==> src/design/jrms_pkg.sv <==
// jrms_pkg: types, constants and helper functions for the jam recovery motor sequencer
// used by every module of the block and by the channel interfaces' users

package jrms_pkg;

   // timing and detection constants
   localparam logic [31:0] GRACE_MS        = 32'd1500;
   localparam logic [31:0] PAUSE_MS        = 32'd500;
   localparam logic [15:0] SENSOR_LIMIT_MA = 16'd30000;
   localparam logic [8:0]  DEFICIT_RATIO_Q8 = 9'd128;

   localparam logic [19:0] TORQUE_MAX = 20'hFFFFF;
   localparam int unsigned QUEUE_DEPTH_DEF = 4;

   // configuration register indexes
   localparam logic [2:0] REG_DRIVE_READY    = 3'd0;
   localparam logic [2:0] REG_NO_LOAD_CURR   = 3'd1;
   localparam logic [2:0] REG_TORQUE_GAIN    = 3'd2;
   localparam logic [2:0] REG_RUN_SPEED      = 3'd3;
   localparam logic [2:0] REG_JAM_TORQUE     = 3'd4;
   localparam logic [2:0] REG_OVERLOAD_TIME  = 3'd5;
   localparam logic [2:0] REG_REVERSE_TIME   = 3'd6;
   localparam logic [2:0] REG_RETRY_LIMIT    = 3'd7;

   // event opcodes
   localparam logic [1:0] OP_TICK  = 2'd0;
   localparam logic [1:0] OP_START = 2'd1;
   localparam logic [1:0] OP_STOP  = 2'd2;
   localparam logic [1:0] OP_CLEAR = 2'd3;

   // reported mode codes
   localparam logic [2:0] CODE_STOP  = 3'd0;
   localparam logic [2:0] CODE_FWD   = 3'd1;
   localparam logic [2:0] CODE_DWELL = 3'd2;
   localparam logic [2:0] CODE_RETRY = 3'd3;
   localparam logic [2:0] CODE_REV   = 3'd4;
   localparam logic [2:0] CODE_FAULT = 3'd5;

   typedef enum logic [5:0] {
      MODE_STOP  = 6'b000001,
      MODE_FWD   = 6'b000010,
      MODE_DWELL = 6'b000100,
      MODE_RETRY = 6'b001000,
      MODE_REV   = 6'b010000,
      MODE_FAULT = 6'b100000
   } mode_type;

   typedef struct packed {
      logic        drive_ready;
      logic [15:0] no_load_current;
      logic [31:0] torque_gain;
      logic [7:0]  run_speed;
      logic [19:0] jam_torque;
      logic [15:0] overload_time;
      logic [15:0] reverse_time;
      logic [7:0]  retry_limit;
   } jrms_cfg_type;

   // classified event handed from the front end to the sequencer
   typedef struct packed {
      logic [1:0]  opcode;
      logic [31:0] now_ms;
      logic        permission_ok;
      logic        heater_or_screw_on;
      logic        tach_fail;
      logic        lockout_confirmed;
      logic [19:0] torque;
      logic        over_cond;
   } jrms_item_type;

   function automatic logic [2:0] mode_code(input mode_type m);
      logic [2:0] c;
      case (m)
         MODE_STOP:  c = CODE_STOP;
         MODE_FWD:   c = CODE_FWD;
         MODE_DWELL: c = CODE_DWELL;
         MODE_RETRY: c = CODE_RETRY;
         MODE_REV:   c = CODE_REV;
         MODE_FAULT: c = CODE_FAULT;
         default:    c = CODE_STOP;
      endcase
      return c;
   endfunction

   function automatic logic [7:0] mode_target(input mode_type m, input logic [7:0] run_speed);
      logic [7:0] t;
      case (m)
         MODE_FWD, MODE_DWELL: t = run_speed;
         MODE_REV:             t = {1'b0, run_speed[7:1]};
         default:              t = 8'd0;
      endcase
      return t;
   endfunction

   // deadline counts as reached within half the time wrap
   function automatic logic reached(input logic [31:0] now, input logic [31:0] deadline);
      logic [31:0] d;
      d = now - deadline;
      return ~d[31];
   endfunction

endpackage

==> src/design/jrms_if.sv <==
// jrms_req_if, jrms_rsp_if: valid/ready channels of the jam recovery motor sequencer
// no dependencies

interface jrms_req_if;
   logic        valid;
   logic        ready;
   logic [1:0]  opcode;
   logic [31:0] now_ms;
   logic [15:0] current_ma;
   logic [9:0]  cutter_speed;
   logic        permission_ok;
   logic        heater_or_screw_on;
   logic        tach_fail;
   logic        lockout_confirmed;

   modport source (
      output valid, opcode, now_ms, current_ma, cutter_speed,
             permission_ok, heater_or_screw_on, tach_fail, lockout_confirmed,
      input  ready
   );
   modport sink (
      input  valid, opcode, now_ms, current_ma, cutter_speed,
             permission_ok, heater_or_screw_on, tach_fail, lockout_confirmed,
      output ready
   );
endinterface

interface jrms_rsp_if;
   logic        valid;
   logic        ready;
   logic [2:0]  mode;
   logic [7:0]  target_speed;
   logic        drive_enable;
   logic        reverse_dir;
   logic [7:0]  retry_total;
   logic [19:0] torque_estimate;
   logic        accepted;

   modport source (
      output valid, mode, target_speed, drive_enable, reverse_dir,
             retry_total, torque_estimate, accepted,
      input  ready
   );
   modport sink (
      input  valid, mode, target_speed, drive_enable, reverse_dir,
             retry_total, torque_estimate, accepted,
      output ready
   );
endinterface

==> src/design/jrms_front.sv <==
// jrms_front: accepts events, estimates cutter torque and classifies overload conditions
// depends on jrms_pkg and jrms_req_if

module jrms_front import jrms_pkg::*; (
   input  logic          clock,
   input  logic          reset,
   input  jrms_cfg_type  cfg,
   jrms_req_if.sink      req_ch,
   output logic          item_valid,
   output jrms_item_type item,
   input  logic          item_ready
);

   logic        s1_valid_ff, s1_valid_in;
   logic [1:0]  opcode_ff;
   logic [31:0] now_ff;
   logic        perm_ff, heat_ff, tach_ff, lock_ff;
   logic        stall_cond_ff;
   logic [47:0] prod_ff;

   logic        s1_load;
   logic [15:0] load;
   logic [16:0] deficit_lim;
   logic        stall_cond;
   logic [31:0] shifted;
   logic [19:0] torque;

   assign s1_load      = ~s1_valid_ff | item_ready;
   assign req_ch.ready = s1_load;
   assign s1_valid_in  = s1_load ? req_ch.valid : s1_valid_ff;

   // load current above idle, zero while not calibrated
   assign load = (cfg.drive_ready && req_ch.current_ma > cfg.no_load_current) ?
                 req_ch.current_ma - cfg.no_load_current : 16'd0;

   assign deficit_lim = 17'(DEFICIT_RATIO_Q8) * 17'(cfg.run_speed);
   // current pegged at the sensor limit while the cutter runs slow
   assign stall_cond  = (req_ch.current_ma >= SENSOR_LIMIT_MA) &&
                        ({req_ch.cutter_speed, 8'b0} < {1'b0, deficit_lim});

   always_ff @(posedge clock) begin
      if (reset) begin
         s1_valid_ff <= 1'b0;
      end else begin
         s1_valid_ff <= s1_valid_in;
      end
   end

   always_ff @(posedge clock) begin
      if (s1_load) begin
         opcode_ff     <= req_ch.opcode;
         now_ff        <= req_ch.now_ms;
         perm_ff       <= req_ch.permission_ok;
         heat_ff       <= req_ch.heater_or_screw_on;
         tach_ff       <= req_ch.tach_fail;
         lock_ff       <= req_ch.lockout_confirmed;
         stall_cond_ff <= stall_cond;
         prod_ff       <= 48'(load) * 48'(cfg.torque_gain);
      end
   end

   // drop the fraction bits and saturate
   assign shifted = prod_ff[47:16];
   assign torque  = (|shifted[31:20]) ? TORQUE_MAX : shifted[19:0];

   assign item_valid              = s1_valid_ff;
   assign item.opcode             = opcode_ff;
   assign item.now_ms             = now_ff;
   assign item.permission_ok      = perm_ff;
   assign item.heater_or_screw_on = heat_ff;
   assign item.tach_fail          = tach_ff;
   assign item.lockout_confirmed  = lock_ff;
   assign item.torque             = torque;
   assign item.over_cond          = (torque >= cfg.jam_torque) | stall_cond_ff;

endmodule

==> src/design/jrms_queue.sv <==
// jrms_queue: short first-in first-out queue of classified events
// depends on jrms_pkg

module jrms_queue import jrms_pkg::*; #(
   parameter int unsigned DEPTH = QUEUE_DEPTH_DEF
) (
   input  logic          clock,
   input  logic          reset,
   input  logic          wr_valid,
   input  jrms_item_type wr_item,
   output logic          wr_ready,
   output logic          rd_valid,
   output jrms_item_type rd_item,
   input  logic          rd_ready
);

   localparam int unsigned PTR_W = (DEPTH > 1) ? $clog2(DEPTH) : 1;
   localparam int unsigned CNT_W = $clog2(DEPTH + 1);
   localparam logic [PTR_W-1:0] PTR_LAST = PTR_W'(DEPTH - 1);
   localparam logic [CNT_W-1:0] CNT_FULL = CNT_W'(DEPTH);

   jrms_item_type    entry_ff [DEPTH];
   logic [PTR_W-1:0] wr_ptr_ff, wr_ptr_in;
   logic [PTR_W-1:0] rd_ptr_ff, rd_ptr_in;
   logic [CNT_W-1:0] count_ff, count_in;
   logic             push, pop;

   assign wr_ready = (count_ff != CNT_FULL);
   assign rd_valid = (count_ff != '0);
   assign rd_item  = entry_ff[rd_ptr_ff];
   assign push     = wr_valid & wr_ready;
   assign pop      = rd_valid & rd_ready;

   always_comb begin
      wr_ptr_in = wr_ptr_ff;
      rd_ptr_in = rd_ptr_ff;
      count_in  = count_ff;
      if (push) begin
         wr_ptr_in = (wr_ptr_ff == PTR_LAST) ? '0 : wr_ptr_ff + PTR_W'(1);
      end
      if (pop) begin
         rd_ptr_in = (rd_ptr_ff == PTR_LAST) ? '0 : rd_ptr_ff + PTR_W'(1);
      end
      if (push && !pop) begin
         count_in = count_ff + CNT_W'(1);
      end else if (pop && !push) begin
         count_in = count_ff - CNT_W'(1);
      end
   end

   always_ff @(posedge clock) begin
      if (reset) begin
         wr_ptr_ff <= '0;
         rd_ptr_ff <= '0;
         count_ff  <= '0;
      end else begin
         wr_ptr_ff <= wr_ptr_in;
         rd_ptr_ff <= rd_ptr_in;
         count_ff  <= count_in;
      end
   end

   always_ff @(posedge clock) begin
      if (push) begin
         entry_ff[wr_ptr_ff] <= wr_item;
      end
   end

endmodule

==> src/design/jrms_back.sv <==
// jrms_back: jam recovery sequencer state and registered result stage
// depends on jrms_pkg and jrms_rsp_if

module jrms_back import jrms_pkg::*; (
   input  logic          clock,
   input  logic          reset,
   input  jrms_cfg_type  cfg,
   input  logic          item_valid,
   input  jrms_item_type item,
   output logic          item_ready,
   jrms_rsp_if.source    rsp_ch
);

   mode_type    mode_ff, mode_in;
   logic [7:0]  retries_ff, retries_in;
   logic        ovl_ff, ovl_in;
   logic [31:0] fwd_start_ff, fwd_start_in;
   logic [31:0] ovl_start_ff, ovl_start_in;
   logic [31:0] pause_dl_ff, pause_dl_in;
   logic [31:0] rev_dl_ff, rev_dl_in;

   logic        rsp_valid_ff, rsp_valid_in;
   logic [2:0]  mode_out_ff;
   logic [7:0]  target_ff;
   logic        enable_ff, rev_dir_ff, acc_ff;
   logic [7:0]  retry_out_ff;
   logic [19:0] torque_ff;

   logic        pop;
   logic [7:0]  target;
   logic        enable, acc, over;
   logic [31:0] since_fwd, since_ovl;

   assign item_ready   = ~rsp_valid_ff | rsp_ch.ready;
   assign pop          = item_valid & item_ready;
   assign rsp_valid_in = pop ? 1'b1 : (rsp_valid_ff & ~rsp_ch.ready);

   assign since_fwd = item.now_ms - fwd_start_ff;
   assign since_ovl = item.now_ms - ovl_start_ff;
   assign over      = (since_fwd >= GRACE_MS) & item.over_cond;

   always_comb begin
      mode_in      = mode_ff;
      retries_in   = retries_ff;
      ovl_in       = ovl_ff;
      fwd_start_in = fwd_start_ff;
      ovl_start_in = ovl_start_ff;
      pause_dl_in  = pause_dl_ff;
      rev_dl_in    = rev_dl_ff;
      target       = 8'd0;
      acc          = 1'b0;
      enable       = 1'b0;

      case (item.opcode)
         OP_START: begin
            if (cfg.drive_ready && item.permission_ok && !item.heater_or_screw_on &&
                mode_ff != MODE_FAULT) begin
               mode_in      = MODE_FWD;
               retries_in   = 8'd0;
               ovl_in       = 1'b0;
               fwd_start_in = item.now_ms;
               acc          = 1'b1;
            end
            target = mode_target(mode_in, cfg.run_speed);
         end
         OP_STOP: begin
            mode_in = MODE_STOP;
            ovl_in  = 1'b0;
         end
         OP_CLEAR: begin
            if (mode_ff == MODE_FAULT && item.lockout_confirmed && item.permission_ok &&
                !item.heater_or_screw_on) begin
               mode_in    = MODE_STOP;
               ovl_in     = 1'b0;
               retries_in = 8'd0;
               acc        = 1'b1;
            end
            target = mode_target(mode_in, cfg.run_speed);
         end
         OP_TICK: begin
            if (mode_ff inside {MODE_FWD, MODE_DWELL, MODE_RETRY, MODE_REV}) begin
               if (!item.permission_ok || item.heater_or_screw_on) begin
                  // interlock dropped while running
                  mode_in = MODE_FAULT;
                  ovl_in  = 1'b0;
               end else begin
                  case (mode_ff)
                     MODE_RETRY: begin
                        if (reached(item.now_ms, pause_dl_ff)) begin
                           if (retries_ff != 8'hFF) begin
                              retries_in = retries_ff + 8'd1;
                           end
                           mode_in   = MODE_REV;
                           rev_dl_in = item.now_ms + 32'(cfg.reverse_time);
                        end
                     end
                     MODE_REV: begin
                        if (reached(item.now_ms, rev_dl_ff)) begin
                           if (retries_ff >= cfg.retry_limit) begin
                              mode_in = MODE_FAULT;
                              ovl_in  = 1'b0;
                           end else begin
                              mode_in      = MODE_FWD;
                              ovl_in       = 1'b0;
                              fwd_start_in = item.now_ms;
                           end
                        end
                        // retries exhausted still reports run_speed
                        target = (mode_in == MODE_REV) ? {1'b0, cfg.run_speed[7:1]} :
                                 cfg.run_speed;
                     end
                     default: begin
                        // forward or overload dwell
                        target = cfg.run_speed;
                        if (!over) begin
                           ovl_in = 1'b0;
                           if (mode_ff == MODE_DWELL) begin
                              mode_in = MODE_FWD;
                           end
                        end else if (!ovl_ff) begin
                           ovl_in       = 1'b1;
                           ovl_start_in = item.now_ms;
                           mode_in      = MODE_DWELL;
                        end else if (since_ovl >= 32'(cfg.overload_time)) begin
                           mode_in     = MODE_RETRY;
                           pause_dl_in = item.now_ms + PAUSE_MS;
                           ovl_in      = 1'b0;
                           target      = 8'd0;
                        end
                     end
                  endcase
               end
            end
         end
         default: begin
            mode_in = mode_ff;
         end
      endcase

      enable = (mode_in inside {MODE_FWD, MODE_DWELL, MODE_REV}) && (target != 8'd0);

      // tach loss only counts while the drive is actually enabled
      if (item.opcode == OP_TICK && enable && item.tach_fail) begin
         mode_in = MODE_FAULT;
         ovl_in  = 1'b0;
         target  = 8'd0;
         enable  = 1'b0;
      end
   end

   always_ff @(posedge clock) begin
      if (reset) begin
         mode_ff      <= MODE_STOP;
         retries_ff   <= 8'd0;
         ovl_ff       <= 1'b0;
         fwd_start_ff <= 32'd0;
         ovl_start_ff <= 32'd0;
         pause_dl_ff  <= 32'd0;
         rev_dl_ff    <= 32'd0;
         rsp_valid_ff <= 1'b0;
      end else begin
         rsp_valid_ff <= rsp_valid_in;
         if (pop) begin
            mode_ff      <= mode_in;
            retries_ff   <= retries_in;
            ovl_ff       <= ovl_in;
            fwd_start_ff <= fwd_start_in;
            ovl_start_ff <= ovl_start_in;
            pause_dl_ff  <= pause_dl_in;
            rev_dl_ff    <= rev_dl_in;
         end
      end
   end

   always_ff @(posedge clock) begin
      if (pop) begin
         mode_out_ff  <= mode_code(mode_in);
         target_ff    <= target;
         enable_ff    <= enable;
         rev_dir_ff   <= (mode_in == MODE_REV);
         retry_out_ff <= retries_in;
         torque_ff    <= item.torque;
         acc_ff       <= acc;
      end
   end

   assign rsp_ch.valid           = rsp_valid_ff;
   assign rsp_ch.mode            = mode_out_ff;
   assign rsp_ch.target_speed    = target_ff;
   assign rsp_ch.drive_enable    = enable_ff;
   assign rsp_ch.reverse_dir     = rev_dir_ff;
   assign rsp_ch.retry_total     = retry_out_ff;
   assign rsp_ch.torque_estimate = torque_ff;
   assign rsp_ch.accepted        = acc_ff;

endmodule

==> src/design/jam_recovery_motor_sequencer.sv <==
// Shredder drive supervisor: jam detection, retry sequencing and fault latching.
// Events (tick, start, stop, clear fault) arrive on req_ch; one result per event
// leaves on rsp_ch, in order. Both are valid/ready channels; a transfer happens
// when valid and ready are high at a rising clock edge.
// Configuration registers are written through csr_we/csr_index/csr_wdata, one per
// cycle, while no event is in flight.
// An accepted event passes the torque multiply stage, then a queue entry, then the
// result register, which loads from the queue head.
// Throughput: one event per cycle unless rsp_ch stalls, set by the sequencer state update.
// When rsp_ch stalls, the result register holds, the queue of QUEUE_DEPTH entries
// fills, then req_ch.ready drops; up to QUEUE_DEPTH + 2 events are held inside.
// Synchronous reset puts the drive in stop mode with no retries used, empties the
// queue and restores the configuration and control registers to their reset values.
// depends on jrms_pkg, jrms_if, jrms_front, jrms_queue, jrms_back

module jam_recovery_motor_sequencer import jrms_pkg::*; #(
   parameter int unsigned QUEUE_DEPTH = QUEUE_DEPTH_DEF
) (
   input  logic        clock,
   input  logic        reset,
   jrms_req_if.sink    req_ch,
   jrms_rsp_if.source  rsp_ch,
   input  logic        csr_we,
   input  logic [2:0]  csr_index,
   input  logic [31:0] csr_wdata
);

   jrms_cfg_type  cfg_ff;
   jrms_cfg_type  cfg_in;

   logic          fr_valid, fr_ready;
   jrms_item_type fr_item;
   logic          bk_valid, bk_ready;
   jrms_item_type bk_item;

   always_comb begin
      cfg_in = cfg_ff;
      if (csr_we) begin
         case (csr_index)
            REG_DRIVE_READY:   cfg_in.drive_ready     = csr_wdata[0];
            REG_NO_LOAD_CURR:  cfg_in.no_load_current = csr_wdata[15:0];
            REG_TORQUE_GAIN:   cfg_in.torque_gain     = csr_wdata;
            REG_RUN_SPEED:     cfg_in.run_speed       = csr_wdata[7:0];
            REG_JAM_TORQUE:    cfg_in.jam_torque      = csr_wdata[19:0];
            REG_OVERLOAD_TIME: cfg_in.overload_time   = csr_wdata[15:0];
            REG_REVERSE_TIME:  cfg_in.reverse_time    = csr_wdata[15:0];
            REG_RETRY_LIMIT:   cfg_in.retry_limit     = csr_wdata[7:0];
            default:           cfg_in = cfg_ff;
         endcase
      end
   end

   always_ff @(posedge clock) begin
      if (reset) begin
         cfg_ff.drive_ready     <= 1'b0;
         cfg_ff.no_load_current <= 16'd0;
         cfg_ff.torque_gain     <= 32'd0;
         cfg_ff.run_speed       <= 8'd0;
         cfg_ff.jam_torque      <= TORQUE_MAX;
         cfg_ff.overload_time   <= 16'd1000;
         cfg_ff.reverse_time    <= 16'd1000;
         cfg_ff.retry_limit     <= 8'd3;
      end else begin
         cfg_ff <= cfg_in;
      end
   end

   jrms_front u_front (
      .clock      (clock),
      .reset      (reset),
      .cfg        (cfg_ff),
      .req_ch     (req_ch),
      .item_valid (fr_valid),
      .item       (fr_item),
      .item_ready (fr_ready)
   );

   jrms_queue #(
      .DEPTH (QUEUE_DEPTH)
   ) u_queue (
      .clock    (clock),
      .reset    (reset),
      .wr_valid (fr_valid),
      .wr_item  (fr_item),
      .wr_ready (fr_ready),
      .rd_valid (bk_valid),
      .rd_item  (bk_item),
      .rd_ready (bk_ready)
   );

   jrms_back u_back (
      .clock      (clock),
      .reset      (reset),
      .cfg        (cfg_ff),
      .item_valid (bk_valid),
      .item       (bk_item),
      .item_ready (bk_ready),
      .rsp_ch     (rsp_ch)
   );

endmodule

==> src/flat_wrapper.sv <==
// flat-port wrapper written by rule: the top's interface ports become plain ports
module jam_recovery_motor_sequencer_flat import jrms_pkg::*;
#(
   parameter int unsigned QUEUE_DEPTH = QUEUE_DEPTH_DEF
)
  (clock, reset, csr_we, csr_index, csr_wdata, req_ch_valid, req_ch_opcode, req_ch_now_ms, req_ch_current_ma, req_ch_cutter_speed, req_ch_permission_ok, req_ch_heater_or_screw_on, req_ch_tach_fail, req_ch_lockout_confirmed, req_ch_ready, rsp_ch_valid, rsp_ch_mode, rsp_ch_target_speed, rsp_ch_drive_enable, rsp_ch_reverse_dir, rsp_ch_retry_total, rsp_ch_torque_estimate, rsp_ch_accepted, rsp_ch_ready);
  jrms_req_if req_ch_i ();
  jrms_rsp_if rsp_ch_i ();
  input  logic clock;
  input  logic reset;
  input  logic csr_we;
  input  logic [2:0] csr_index;
  input  logic [31:0] csr_wdata;
  input wire logic [$bits(req_ch_i.valid)-1:0] req_ch_valid;
  input wire logic [$bits(req_ch_i.opcode)-1:0] req_ch_opcode;
  input wire logic [$bits(req_ch_i.now_ms)-1:0] req_ch_now_ms;
  input wire logic [$bits(req_ch_i.current_ma)-1:0] req_ch_current_ma;
  input wire logic [$bits(req_ch_i.cutter_speed)-1:0] req_ch_cutter_speed;
  input wire logic [$bits(req_ch_i.permission_ok)-1:0] req_ch_permission_ok;
  input wire logic [$bits(req_ch_i.heater_or_screw_on)-1:0] req_ch_heater_or_screw_on;
  input wire logic [$bits(req_ch_i.tach_fail)-1:0] req_ch_tach_fail;
  input wire logic [$bits(req_ch_i.lockout_confirmed)-1:0] req_ch_lockout_confirmed;
  output wire logic [$bits(req_ch_i.ready)-1:0] req_ch_ready;
  output wire logic [$bits(rsp_ch_i.valid)-1:0] rsp_ch_valid;
  output wire logic [$bits(rsp_ch_i.mode)-1:0] rsp_ch_mode;
  output wire logic [$bits(rsp_ch_i.target_speed)-1:0] rsp_ch_target_speed;
  output wire logic [$bits(rsp_ch_i.drive_enable)-1:0] rsp_ch_drive_enable;
  output wire logic [$bits(rsp_ch_i.reverse_dir)-1:0] rsp_ch_reverse_dir;
  output wire logic [$bits(rsp_ch_i.retry_total)-1:0] rsp_ch_retry_total;
  output wire logic [$bits(rsp_ch_i.torque_estimate)-1:0] rsp_ch_torque_estimate;
  output wire logic [$bits(rsp_ch_i.accepted)-1:0] rsp_ch_accepted;
  input wire logic [$bits(rsp_ch_i.ready)-1:0] rsp_ch_ready;
  assign req_ch_i.valid = req_ch_valid;
  assign req_ch_i.opcode = req_ch_opcode;
  assign req_ch_i.now_ms = req_ch_now_ms;
  assign req_ch_i.current_ma = req_ch_current_ma;
  assign req_ch_i.cutter_speed = req_ch_cutter_speed;
  assign req_ch_i.permission_ok = req_ch_permission_ok;
  assign req_ch_i.heater_or_screw_on = req_ch_heater_or_screw_on;
  assign req_ch_i.tach_fail = req_ch_tach_fail;
  assign req_ch_i.lockout_confirmed = req_ch_lockout_confirmed;
  assign req_ch_ready = req_ch_i.ready;
  assign rsp_ch_valid = rsp_ch_i.valid;
  assign rsp_ch_mode = rsp_ch_i.mode;
  assign rsp_ch_target_speed = rsp_ch_i.target_speed;
  assign rsp_ch_drive_enable = rsp_ch_i.drive_enable;
  assign rsp_ch_reverse_dir = rsp_ch_i.reverse_dir;
  assign rsp_ch_retry_total = rsp_ch_i.retry_total;
  assign rsp_ch_torque_estimate = rsp_ch_i.torque_estimate;
  assign rsp_ch_accepted = rsp_ch_i.accepted;
  assign rsp_ch_i.ready = rsp_ch_ready;
  jam_recovery_motor_sequencer #(.QUEUE_DEPTH(QUEUE_DEPTH)) u_core (.clock(clock), .reset(reset), .req_ch(req_ch_i), .rsp_ch(rsp_ch_i), .csr_we(csr_we), .csr_index(csr_index), .csr_wdata(csr_wdata));
endmodule
==> config.mk <==
export PLATFORM = sky130hd
export DESIGN_NAME = jam_recovery_motor_sequencer_flat
export DESIGN_NICKNAME = d
export VERILOG_FILES = /design/src/design/jrms_pkg.sv /design/src/design/jrms_if.sv /design/src/design/jrms_front.sv /design/src/design/jrms_queue.sv /design/src/design/jrms_back.sv /design/src/design/jam_recovery_motor_sequencer.sv /design/src/flat_wrapper.sv
export SDC_FILE = /design/constraint.sdc
export NUM_CORES = 2
export LEC_CHECK = 0
export ABC_CLOCK_PERIOD_IN_PS = 15200
export CORE_ASPECT_RATIO = 0.75
export CORE_UTILIZATION = 65
export DETAILED_ROUTE_END_ITERATION = 10
export DONT_BUFFER_PORTS = 1
export GPL_ROUTABILITY_DRIVEN = 0
export PLACE_DENSITY = 0.81
export SLEW_MARGIN = 20
export SYNTH_ARGS = -nofsm -noshare
export SYNTH_HDL_FRONTEND = slang
export SYNTH_SLANG_ARGS = --single-unit
==> constraint.sdc <==
create_clock -name clock -period 15.2 [get_ports clock]
set_input_delay 1.52 -clock clock [delete_from_list [all_inputs] [get_ports clock]]
set_output_delay 1.52 -clock clock [all_outputs]
set_load 0.01 [all_outputs]
==> results.yml <==
global_route:
  grtUsageMet3_pct: 8.376
  track_usage_pct: 33.65
  grt_max_degree: 227
  use_met1_pct: 50.37
  grt_pass1_wl_um: 193600
  gr-max-usage-layer: "met1"
  use_met2_pct: 47.82
  grt_pass1_vias: 34520
  antenna_found_initial: 7
  grt.overflow.total: 0
sta:
  fin_skew_ps: 32.94
  fin_crit_sh_pct: 77.97
  slew_viol_final: 0
  fin_hold_ws_ps: 452.4
  tightest_slew_ps: 1054
  setup_tns_ps: 0
  hold_viol: 0
  fmax_mhz: 84.38
  rsz0062_at_grt: "false"
  slew_headroom_pct: 29.71
  fin_crit_ps: 11850
  setup_viol: 0
synth:
  seq_area_frac_synth_pct: 33.86
  synth_compound_area_share_pct: 10.08
  netlist_instances: 4823
  synth-xor-area-share_pct: 2.632
  syn_nets: 5681
  synth_edf_count: 349
  yosysMostFrequentCell: "nand2_1"
  synthFlopType: "edfxtp_1"
  synth_area_mm2: 0.04697
  avgSynthCellArea_um2: 9.740
  netlist.area_leader.share_pct: 22.31
  ys_ff_latch: 620
  ys_types: 84
  synth_mux_area_share_pct: 4.664
  synth_common_cells: "772 x nand2_1, 648 x inv_1, 422 x fa_1"
  synth_fa_ha_area_share_pct: 26.83
  async_flop_share_pct: 0
  yosys_warnings: 0
  synth_top_family_by_area: "adder cells"
  synth_largest_area_cell: "edfxtp_1"
  yosys-top-cells-area: "edfxtp_1 22%, fa_1 18%, dfxtp_1 12%"
  synthSimpleGateAreaFrac_pct: 14.84
floorplan:
  die_width_um: 312.4
  io_pins: 148
  row_count: 84
  floorplan.initialDensity_pct: 66.41
  core_area_mm2: 0.07073
  die_y_um: 234.8
  die-area_mm2: 0.07336
power_and_ir_drop:
  swShare_pct: 41.01
  intPower_mw: 3.889
  combPwrFrac_pct: 43.5
  power_leakage_nw: 19.89
  power.share.sequential_pct: 33.1
  p_switching_mw: 2.704
  clock_power_share_pct: 23.3
  ir_worst_vdd_mv: 0.09962
  power_density_mw_per_mm2: 132.5
worst_setup_path:
  crit_path_max_incr_delay_ps: 780
  worstPathMaxFanout: 32
  crit_type: "input pin to flip-flop"
  critPathBufInv: 4
  end_kind: "flip-flop"
  cp_data_arrival_time_ps: 12270
  cp_slowest_cell: "o311ai_0"
  startpoint_type: "input pin"
  worstPathRequired_ps: 15620
  cpLargestDelayFamily: "compound AO/OA/AOI/OAI gates"
clock_network:
  cts_resized: 0
  cts_tree: "done"
  htree_levels: 2
  clkSlewWorstSetupHoldPaths_ps: 70
  ctsHoldBuffers: 0
  cts_sinks: 620
  cts_setup_buffers: 0
  cts-root-buf: "clkbuf_16"
  clock_latency_ps: 670
  numCtsBuffers: 59
  clock_path_buffers: 3
job:
  drv_cap: 0
drt:
  dr.pass1.iters: 6
  drtAntennaViolNets: 0
  vias: 35450
  via_per_inst: 6.221
  drcViolationCount: 0
  first_iter_violations: 4068
  wl_per_cell_um: 21.70
  routed_wirelength_um: 123600
cells_and_area:
  drive_above_1_share_pct: 6.062
  nNetsFinal: 5558
  nFillCells: 5029
  fin_area_mm2: 0.04977
  area_delta_synth_final_pct: 5.948
placed_design:
  port_buffers: 0
  dpl_cell_area_mm2: 0.04776
  dp.final_hpwl_um: 86790
run_status:
  status: "completed"
hold_path:
  hp-class: "flip-flop to flip-flop"
through the flow:
step | util [%] | power, mW | worst slack (ps) | std cells
global route | 70.36 | 6.899 | 2432 | 5698
CTS | 70.35 | 6.506 | 3455 | 5697
floorplan | - | 4.147 | 4357 | 4823
finish | 70.36 | 6.593 | 3349 | 5698
detailed placement | 67.52 | 4.940 | 2789 | 5585
global placement | 67.52 | 4.872 | 2998 | 5585
cell usage in the layout, fill, tap and decap left out, types with 48 or more instances in the layout:
| master | count |
|---|---|
| dfxtp_1 | 269 |
| nor2_1 | 259 |
| a21oi_1 | 277 |
| mux4_2 | 57 |
| fa_1 | 422 |
| ha_1 | 332 |
| a21o_1 | 67 |
| o21ai_0 | 112 |
| and2_1 | 153 |
| nand2_1 | 772 |
| xnor2_1 | 92 |
| nand3_1 | 65 |
| buf_4 | 48 |
| edfxtp_1 | 349 |
| mux2i_1 | 85 |
| inv_1 | 647 |
| clkbuf_16 | 61 |
| a211oi_1 | 58 |
per-layer routing:
layer  part of all wire (%)  wire [um]  vias to the layer above
met5                  0.011         13                        -
met4                    3.5       4366                        2
met3                     13      16170                      325
met2                     42      51850                     2128
met1                     41      51230                    17180
li1                       -          -                    15820
path summary, 6_finish.rpt:
kind | to | slack [ps] | cells past startpoint | from
worst max-delay path | u_core.u_front.prod_ff[47] | 3350 | 38 | req_ch_current_ma[1]
worst min-delay path | u_core.u_back.rev_dl_ff[3] | 450 | 2 | u_core.u_back.rev_dl_ff[3]
worst max register to register | u_core.u_front.prod_ff[47] | 3800 | 39 | u_core.cfg_ff[101]
worst min register to register | u_core.u_back.rev_dl_ff[3] | 450 | 2 | u_core.u_back.rev_dl_ff[3]
area by class of cell:
| type | count | area, um^2 | area share, % |
|---|---|---|---|
| repair buffers | 48 | 360.3 | 0.7241 |
| inverters | 651 | 2444 | 4.910 |
| multi-input cells | 3320 | 27870 | 56.00 |
| clock inverters | 39 | 397.9 | 0.7995 |
| well taps | 946 | 1184 | 2.378 |
| diodes | 1 | 2.502 | 0.005028 |
| flip-flops and latches | 620 | 15910 | 31.97 |
| clock buffers | 73 | 1602 | 3.218 |
power by group through the flow:
stage,logic [mW],clock network (mW),registers (mW)
after floorplan,2.00,0,2.14
after global placement,2.66,0,2.21
after detailed placement,2.72,0,2.21
after CTS,2.77,1.55,2.18
after global routing,3.09,1.61,2.20
final,2.87,1.54,2.18
tightest hold or removal path, cell delays in order (launching register included):
cell	delay [ps]
dfxtp_1	310
nand2_1	50
a21oi_1	50
sequential cells by signal, indices dropped and copies added (netlist names), 6 cells and up, named ones only:
register,cells
u_core.u_queue.entry_ff,236
u_core.cfg_ff,117
u_core.u_back.fwd_start_ff,32
u_core.u_back.ovl_start_ff,32
u_core.u_back.pause_dl_ff,32
u_core.u_back.rev_dl_ff,32
u_core.u_front.now_ff,32
u_core.u_front.prod_ff,32
u_core.u_back.rsp_ch.torque_estimate,20
u_core.u_back.retries_ff,8
u_core.u_back.rsp_ch.retry_total,8
u_core.u_back.rsp_ch.target_speed,8
u_core.u_back.mode_ff,6
cell families after synthesis:
kind of cell             count (synthesis)
adder cells (fa/ha/maj)                754
XOR/XNOR                               139
buffers and inverters                  883
AND/OR/NAND/NOR                       1539
AO/OA/AOI/OAI                          741
multiplexers                           147
flip-flops                             620
No activity file was read; power rests on OpenSTA's default activity.
